`src/hdl/u8cv_pkg.sv`:
```
// ----------------------------------------------------------------------------
// u8cv_pkg
// Shared types, constants and helpers of the UTF-8 string validator.
// ----------------------------------------------------------------------------
package u8cv_pkg;

  localparam int unsigned CntW  = 9;
  localparam int unsigned RegW  = 8;
  localparam int unsigned AccW  = 16;

  localparam logic [CntW-1:0] CntMax        = 9'd256;
  localparam logic [RegW-1:0] MaxBytesReset = 8'd90;
  localparam logic [RegW-1:0] MaxCharsReset = 8'd30;

  localparam logic [AccW-1:0] HangulFirst = 16'hAC00;
  localparam logic [AccW-1:0] HangulLast  = 16'hD7A3;

  // sequence length codes
  localparam logic [1:0] SeqNone  = 2'd0;
  localparam logic [1:0] SeqOne   = 2'd1;
  localparam logic [1:0] SeqTwo   = 2'd2;
  localparam logic [1:0] SeqThree = 2'd3;

  // configuration register indexes
  typedef enum logic [0:0] {
    REG_MAX_BYTES = 1'b0,
    REG_MAX_CHARS = 1'b1
  } cfg_reg_t;

  // per-string decode state
  typedef struct packed {
    logic [1:0]      bytes_pending;
    logic [AccW-1:0] code_acc;
    logic [1:0]      seq_len;
    logic [CntW-1:0] byte_cnt;
    logic [CntW-1:0] char_cnt;
    logic            bad;
  } str_state_t;

  localparam str_state_t StrStateClear = '{
    bytes_pending: 2'd0,
    code_acc:      '0,
    seq_len:       SeqNone,
    byte_cnt:      '0,
    char_cnt:      '0,
    bad:           1'b0
  };

  function automatic logic char_allowed(input logic [AccW-1:0] cp, input logic [1:0] len);
    logic res;
    res = 1'b0;
    if (len == SeqOne) begin
      res = (cp >= 16'h0061 && cp <= 16'h007A) || (cp >= 16'h0041 && cp <= 16'h005A) ||
            (cp >= 16'h0030 && cp <= 16'h0039);
    end else if (len == SeqThree) begin
      res = (cp >= HangulFirst) && (cp <= HangulLast);
    end
    return res;
  endfunction

  function automatic logic [CntW-1:0] sat_inc(input logic [CntW-1:0] v);
    return (v < CntMax) ? v + CntW'(1) : v;
  endfunction

endpackage

```
`src/hdl/u8cv_if.sv`:
```
// ----------------------------------------------------------------------------
// u8cv channels
// Valid/ready channels for string bytes in and verdicts out.
// ----------------------------------------------------------------------------
interface u8cv_byte_if;
  logic       valid;
  logic       ready;
  logic [7:0] byte_value;
  logic       last_byte;

  modport source (output valid, output byte_value, output last_byte, input ready);
  modport sink   (input valid, input byte_value, input last_byte, output ready);
endinterface

interface u8cv_result_if;
  logic valid;
  logic ready;
  logic string_ok;

  modport source (output valid, output string_ok, input ready);
  modport sink   (input valid, input string_ok, output ready);
endinterface

```
`src/hdl/utf8_charclass_validator_unit.sv`:
```
// ----------------------------------------------------------------------------
// utf8_charclass_validator_unit
// Streaming UTF-8 string checker with character class and length limits.
// ----------------------------------------------------------------------------
// Takes one string byte per clock and, on the byte flagged last, delivers one
// verdict: 1 when the string is strict UTF-8 of one to three byte sequences,
// every character is an ASCII letter, an ASCII digit or a Hangul syllable,
// and the byte and character counts are within max_bytes (index 0) and
// max_chars (index 1). Each byte is decoded in the cycle it is accepted and
// the verdict is in the output register in the next cycle; a new byte is
// taken every clock unless a verdict is held waiting for the sink. Limits are
// sampled on the last byte; write them only while no string is in flight.
// ----------------------------------------------------------------------------
module utf8_charclass_validator_unit
  import u8cv_pkg::*;
(
  input  logic                clk,
  input  logic                rst,
  input  logic                cfg_we,
  input  logic [0:0]          cfg_index,
  input  logic [RegW-1:0]     cfg_data,
  u8cv_byte_if.sink           byte_in,
  u8cv_result_if.source       result_out
);

  logic [RegW-1:0] max_bytes;
  logic [RegW-1:0] max_chars;
  str_state_t      str_state;
  str_state_t      str_state_next;
  logic            step_ok;
  logic            out_valid;
  logic            out_ok;
  logic            accept;

  // hold the input only while a verdict waits for the sink
  assign byte_in.ready        = !out_valid || result_out.ready;
  assign accept               = byte_in.valid && byte_in.ready;
  assign result_out.valid     = out_valid;
  assign result_out.string_ok = out_ok;

  u8cv_step u_step (
    .cur        (str_state),
    .byte_value (byte_in.byte_value),
    .last_byte  (byte_in.last_byte),
    .max_bytes  (max_bytes),
    .max_chars  (max_chars),
    .nxt        (str_state_next),
    .string_ok  (step_ok)
  );

  always_ff @(posedge clk) begin
    if (rst) begin
      max_bytes <= MaxBytesReset;
      max_chars <= MaxCharsReset;
    end else if (cfg_we) begin
      unique case (cfg_reg_t'(cfg_index))
        REG_MAX_BYTES: max_bytes <= cfg_data;
        REG_MAX_CHARS: max_chars <= cfg_data;
        default:       max_bytes <= max_bytes;
      endcase
    end
  end

  always_ff @(posedge clk) begin
    if (rst) begin
      str_state <= StrStateClear;
      out_valid <= 1'b0;
    end else begin
      if (accept) str_state <= str_state_next;
      if (accept && byte_in.last_byte) begin
        out_valid <= 1'b1;
      end else if (result_out.ready) begin
        out_valid <= 1'b0;
      end
    end
  end

  always_ff @(posedge clk) begin
    if (accept && byte_in.last_byte) out_ok <= step_ok;
  end

endmodule

```
`src/hdl/u8cv_step.sv`:
```
// ----------------------------------------------------------------------------
// u8cv_step
// One byte of UTF-8 decode: next string state and the verdict on a last byte.
// ----------------------------------------------------------------------------
module u8cv_step
  import u8cv_pkg::*;
(
  input  str_state_t      cur,
  input  logic [7:0]      byte_value,
  input  logic            last_byte,
  input  logic [RegW-1:0] max_bytes,
  input  logic [RegW-1:0] max_chars,
  output str_state_t      nxt,
  output logic            string_ok
);

  str_state_t upd;
  logic       finish;

  always_comb begin
    upd          = cur;
    finish       = 1'b0;
    upd.byte_cnt = sat_inc(cur.byte_cnt);

    if (cur.bytes_pending == 2'd0) begin
      priority if (!byte_value[7]) begin
        upd.code_acc = {8'h00, byte_value};
        upd.seq_len  = SeqOne;
        finish       = 1'b1;
      end else if (byte_value[7:5] == 3'b110) begin
        upd.code_acc      = {11'd0, byte_value[4:0]};
        upd.seq_len       = SeqTwo;
        upd.bytes_pending = 2'd1;
      end else if (byte_value[7:4] == 4'b1110) begin
        upd.code_acc      = {12'd0, byte_value[3:0]};
        upd.seq_len       = SeqThree;
        upd.bytes_pending = 2'd2;
      end else begin
        upd.bad = 1'b1;
      end
    end else if (byte_value[7:6] != 2'b10) begin
      // broken sequence: drop it and restart at the next byte
      upd.bad           = 1'b1;
      upd.bytes_pending = 2'd0;
      upd.code_acc      = '0;
      upd.seq_len       = SeqNone;
    end else begin
      upd.code_acc      = {cur.code_acc[AccW-7:0], byte_value[5:0]};
      upd.bytes_pending = cur.bytes_pending - 2'd1;
      finish            = (cur.bytes_pending == 2'd1);
    end

    if (finish) begin
      if (!char_allowed(upd.code_acc, upd.seq_len)) upd.bad = 1'b1;
      upd.char_cnt = sat_inc(cur.char_cnt);
      upd.code_acc = '0;
      upd.seq_len  = SeqNone;
    end

    string_ok = !upd.bad && (upd.bytes_pending == 2'd0) && (upd.char_cnt != '0) &&
                (upd.byte_cnt <= {1'b0, max_bytes}) && (upd.char_cnt <= {1'b0, max_chars});
    nxt = last_byte ? StrStateClear : upd;
  end

endmodule

```
`src/flat_wrapper.sv`:
```
// flat-port wrapper written by rule: the top's interface ports become plain ports
module utf8_charclass_validator_unit_flat import u8cv_pkg::*;
  (clk, rst, cfg_we, cfg_index, cfg_data, byte_in_valid, byte_in_byte_value, byte_in_last_byte, byte_in_ready, result_out_valid, result_out_string_ok, result_out_ready);
  u8cv_byte_if byte_in_i ();
  u8cv_result_if result_out_i ();
  input  logic clk;
  input  logic rst;
  input  logic cfg_we;
  input  logic [0:0] cfg_index;
  input  logic [RegW-1:0] cfg_data;
  input wire logic [$bits(byte_in_i.valid)-1:0] byte_in_valid;
  input wire logic [$bits(byte_in_i.byte_value)-1:0] byte_in_byte_value;
  input wire logic [$bits(byte_in_i.last_byte)-1:0] byte_in_last_byte;
  output wire logic [$bits(byte_in_i.ready)-1:0] byte_in_ready;
  output wire logic [$bits(result_out_i.valid)-1:0] result_out_valid;
  output wire logic [$bits(result_out_i.string_ok)-1:0] result_out_string_ok;
  input wire logic [$bits(result_out_i.ready)-1:0] result_out_ready;
  assign byte_in_i.valid = byte_in_valid;
  assign byte_in_i.byte_value = byte_in_byte_value;
  assign byte_in_i.last_byte = byte_in_last_byte;
  assign byte_in_ready = byte_in_i.ready;
  assign result_out_valid = result_out_i.valid;
  assign result_out_string_ok = result_out_i.string_ok;
  assign result_out_i.ready = result_out_ready;
  utf8_charclass_validator_unit u_core (.clk(clk), .rst(rst), .cfg_we(cfg_we), .cfg_index(cfg_index), .cfg_data(cfg_data), .byte_in(byte_in_i), .result_out(result_out_i));
endmodule
```
`config.mk`:
```
export PLATFORM = sky130hd
export DESIGN_NAME = utf8_charclass_validator_unit_flat
export DESIGN_NICKNAME = d
export VERILOG_FILES = /design/src/hdl/u8cv_pkg.sv /design/src/hdl/u8cv_if.sv /design/src/hdl/utf8_charclass_validator_unit.sv /design/src/hdl/u8cv_step.sv /design/src/flat_wrapper.sv
export SDC_FILE = /design/constraint.sdc
export NUM_CORES = 1
export LEC_CHECK = 0
export ABC_AREA = 1
export BUFFER_PORTS_ARGS = -buffer_cell sky130_fd_sc_hd__buf_4
export CAP_MARGIN = 5
export CORE_MARGIN = 3
export CORE_UTILIZATION = 61
export CTS_BUF_LIST = sky130_fd_sc_hd__clkbuf_16
export DETAILED_ROUTE_END_ITERATION = 12
export PLACE_DENSITY = 0.77
export SLEW_MARGIN = 20
export SYNTH_ARGS = -nofsm -noshare
export SYNTH_HDL_FRONTEND = slang
export SYNTH_SLANG_ARGS = --single-unit
```
`constraint.sdc`:
```
create_clock -name clk -period 3.9 [get_ports clk]
set_input_delay 0.39 -clock clk [delete_from_list [all_inputs] [get_ports clk]]
set_output_delay 0.39 -clock clk [all_outputs]
set_load 0.02 [all_outputs]
```
==> impl_results.md <==
- Power share of the combinational group: 0.139
- Layout cell share with drive strength beyond 1: 0.1138
- First-pass GRT wire length: 14.96 mm
- Max-cap violations: 0
- Max frequency: about 300 MHz
- CTS H-tree lvls: 3
- Synth Area in Simple Gates: 0.3163
- Most frequent cells in the layout: nand2_1, inv_1, a21oi_1, dfxtp_1, nand3_1
- Fillers: 488
- Die W: 82.90 µm
- # resized after CTS: 0
- Final Hold Fails: 0
- Hold-critical path endpoint: u_core.max_bytes[1]
- Cts bufs inserted: 9
- Worst reg2reg path startpoint: u_core.str_state[38]
- Worst Setup Slack, final: ~600 ps
- Worst EP required: 4090 ps
- YS warnings: 0
- CP Buf/Inv Count: 4
- Synth Area in Compound Gates: 0.1627
- Clk root buf: clkbuf_16
- Data arrival, critical path: around 3500 ps
- Finished Cell Area: a little over 0.004 mm²
- Pwr Density: 366.3 mW/mm²
- Post-synthesis xor/xnor area fraction: 0.03399
- Max Buffers Root-to-Sink: 2
- WS Path Type: register to register
- Crit end category: register
- Drt drc: 0
- TNS Setup: 0 ps
- CTS tree: built
- Worst Hold Path Cells: 3
- Grt ovf: 0
- Pre-CTS setup slack: between 700 and 800 ps
- Sw Pwr: around 400 µW
- Max Slew Vio Count: 0
- Post-Syn Area: around 0.0036 mm²
- Post-synthesis mux area share: 0.002775
- Antenna diodes: 0
- Clock latency at the later pin of the worst-skew pair: between 300 and 400 ps
- Site Rows: 27
- Post-synthesis adder-cell area fraction: 0.06937
- Vias in the first global route: around 3300
- Max stage delay on crit path: approximately 380 ps
- WL final: about 8.7 mm
- Final setup viols: 0
- Initial antenna violation count: 0
- Measured slew at the worst slew-check pin: approximately 630 ps
- Synth area leaders: dfxtp_1, nand2_1, a21oi_1
- Reg clk slew, reported paths: ~50 ps
- Largest family of logic cells by synthesized area: simple AND/OR/NAND/NOR gates
- Nets: ~610
- Seq pwr share: 0.409
- Synth cell types: 42
- Maximum fanout along the worst path: 9
- Leakage: roughly 0.0019 µW
- Status: finished, final reports clean
- Yosys top cell by area: dfxtp_1
- Post-CTS Hold Buffers: 0
- Worst-path cell chain: inv_1 > ha_1 > inv_2 > nand2_2 > o211ai_2 > nor2_4 > inv_1 > nor3_1 > xor2_1 > ha_1 > nand2_1 > inv_1 > a221oi_1 > o21ai_0 > a21oi_1 > nor2_1 > nor2_1 > nand2_1 > nor2_1
- RSZ-0062 raised after global routing: no
- Die height: a little over 80 µm
- Minimum clock period: between 3000 and 4000 ps
- Hold Path Origin: cfg_data[1]
- Cell count after synthesis: between 500 and 600
- CP top delay family: simple AND/OR/NAND/NOR gates
- Crit. path cell count: 19
- Sequential share of the synthesized area: 0.3191
- #FFs+latches synth: 57
- Slew margin rel.: 0.5803
- DR pass1 iterations: 5
- Vias: about 3600
- # port buffers: 25
- Ports: 26
- Sw frac: 0.2708
- P_int: approximately 1100 µW
- Largest net degree at the start of global routing: 42
- Slowest cell on the critical path: ha_1
- GRT Util Overall: 0.2624
- Area after DPL: between 0.003 and 0.004 mm²
- Num Clock Sinks: 57
- Tcrit/Tclk final: 0.8455
- Syn avg cell area: between 6 and 7 µm²
- ANT nets after route: 0
- Global placement routability congestion: a little over 0.9
- Most common library cell in the layout ignoring fill and taps: nand2_1
- Core Box Area: 0.005608 mm²
- Clk network pwr share: 0.452
- Dpl hpwl: ~6.3 mm
- Initial Util: 0.6432
- Postcts setup bufs: 0
- Tightest Hold Check Type: primary input to register
- DRT iter0 DRCs: 273
- Wire per inst: between 10 and 15 µm
- Critical path launch point type: register
- Area fraction of the dominant cell type after synthesis: 0.3108
- Worst r2r path cells: 19
- Area grow syn2layout: 12.97%
- Worst Skew: slightly below 5 ps
- Syn_nets: 587
- Routed vias/inst: 5.569
- Full die area: ~0.0069 mm²
- Worst R2R End: u_core.result_out.string_ok
- Reg2Reg Setup Slack: around 600 ps
- Maximum VDD drop: approximately 0.00028 V
## metrics by stage
| step | hold WS, ps | std cells | total power [µW] | utilization |
|---|---|---|---|---|
| 6_report | 302.9 | 643 | 1493 | 0.7267 |
| 5_1_grt | 310.3 | 643 | 1552 | 0.7267 |
| 4_1_cts | 299.0 | 643 | 1498 | 0.7267 |
| 3_5_place_dp | 455.1 | 629 | 826.4 | 0.6818 |
| 3_3_place_gp | 452.1 | 629 | 822.6 | 0.6818 |
| 2_1_floorplan | 435.0 | 544 | 765.3 | - |
## cells in the mapped netlist, drive strengths merged
cell type	number
o21ai	25
nand2	166
a2bb2oi	1
a221oi	2
nor3	6
nor3b	1
xor2	8
clkinv	1
o21bai	1
nor2	41
a211oi	1
nand3	40
nor4	4
nand4	4
or2	1
a21oi	57
mux2i	1
clkbuf	10
ha	20
a22oi	2
edfxtp	1
inv	68
o2111ai	1
buf	5
dfxtp	56
nand3b	3
a31oi	2
xnor2	6
o211ai	10
## metal layers
| metal | vias up | wire (µm) | track usage |
|---|---|---|---|
| met5 | - | 0 | 0 |
| met4 | 0 | 129 | 0.1010 |
| met3 | 11 | 516 | 0.04563 |
| met2 | 104 | 3896 | 0.4031 |
| met1 | 1637 | 4175 | 0.3662 |
| li1 | 1829 | - | - |
## power by group through the flow
stage	registers, µW	clock network [µW]	logic (µW)
2_1_floorplan	622	0	144
3_3_place_gp	622	0	201
3_5_place_dp	622	0	204
4_1_cts	611	682	206
5_1_grt	612	707	234
6_report	611	674	208
## how the worst max path moves through the flow
stage                         start                          end
2_1_floorplan  u_core.str_state[37]  u_core.result_out.string_ok
3_3_place_gp   u_core.str_state[37]  u_core.result_out.string_ok
3_5_place_dp   u_core.str_state[37]  u_core.result_out.string_ok
4_1_cts        u_core.str_state[38]  u_core.result_out.string_ok
5_1_grt        u_core.str_state[38]  u_core.result_out.string_ok
6_report       u_core.str_state[38]  u_core.result_out.string_ok
## worst min-delay path, cell delays in order
cell      delay (ps)
buf_4             90
nand2_1           50
o211ai_1          60
## layout make-up
cell class | instances | area [µm²] | area share
Clock inverter | 5 | 26.28 | 0.006448
Clock buffer | 9 | 225.2 | 0.05527
Timing Repair Buffer | 28 | 210.2 | 0.05158
Multi-Input combinational cell | 403 | 2111 | 0.5180
Tap cell | 72 | 90.09 | 0.02211
Inverter | 69 | 261.5 | 0.06417
Sequential cell | 57 | 1151 | 0.2825
## registers in the layout, summed over array words and instances (netlist names)
signal,flops
u_core.result_out.valid,1
u_core.str_state,39
u_core.result_out.string_ok,1
u_core.max_bytes,8
u_core.max_chars,8
## cells by family after synthesis
family,Yosys count
xor gates and xnor gates,14
adders and majority gates,20
DFF,57
muxes,1
buffers and inverters,84
AOI/OAI and AO/OA,102
and+or+nand+nor,266
Note: power is estimated with default switching activity, not from simulation.
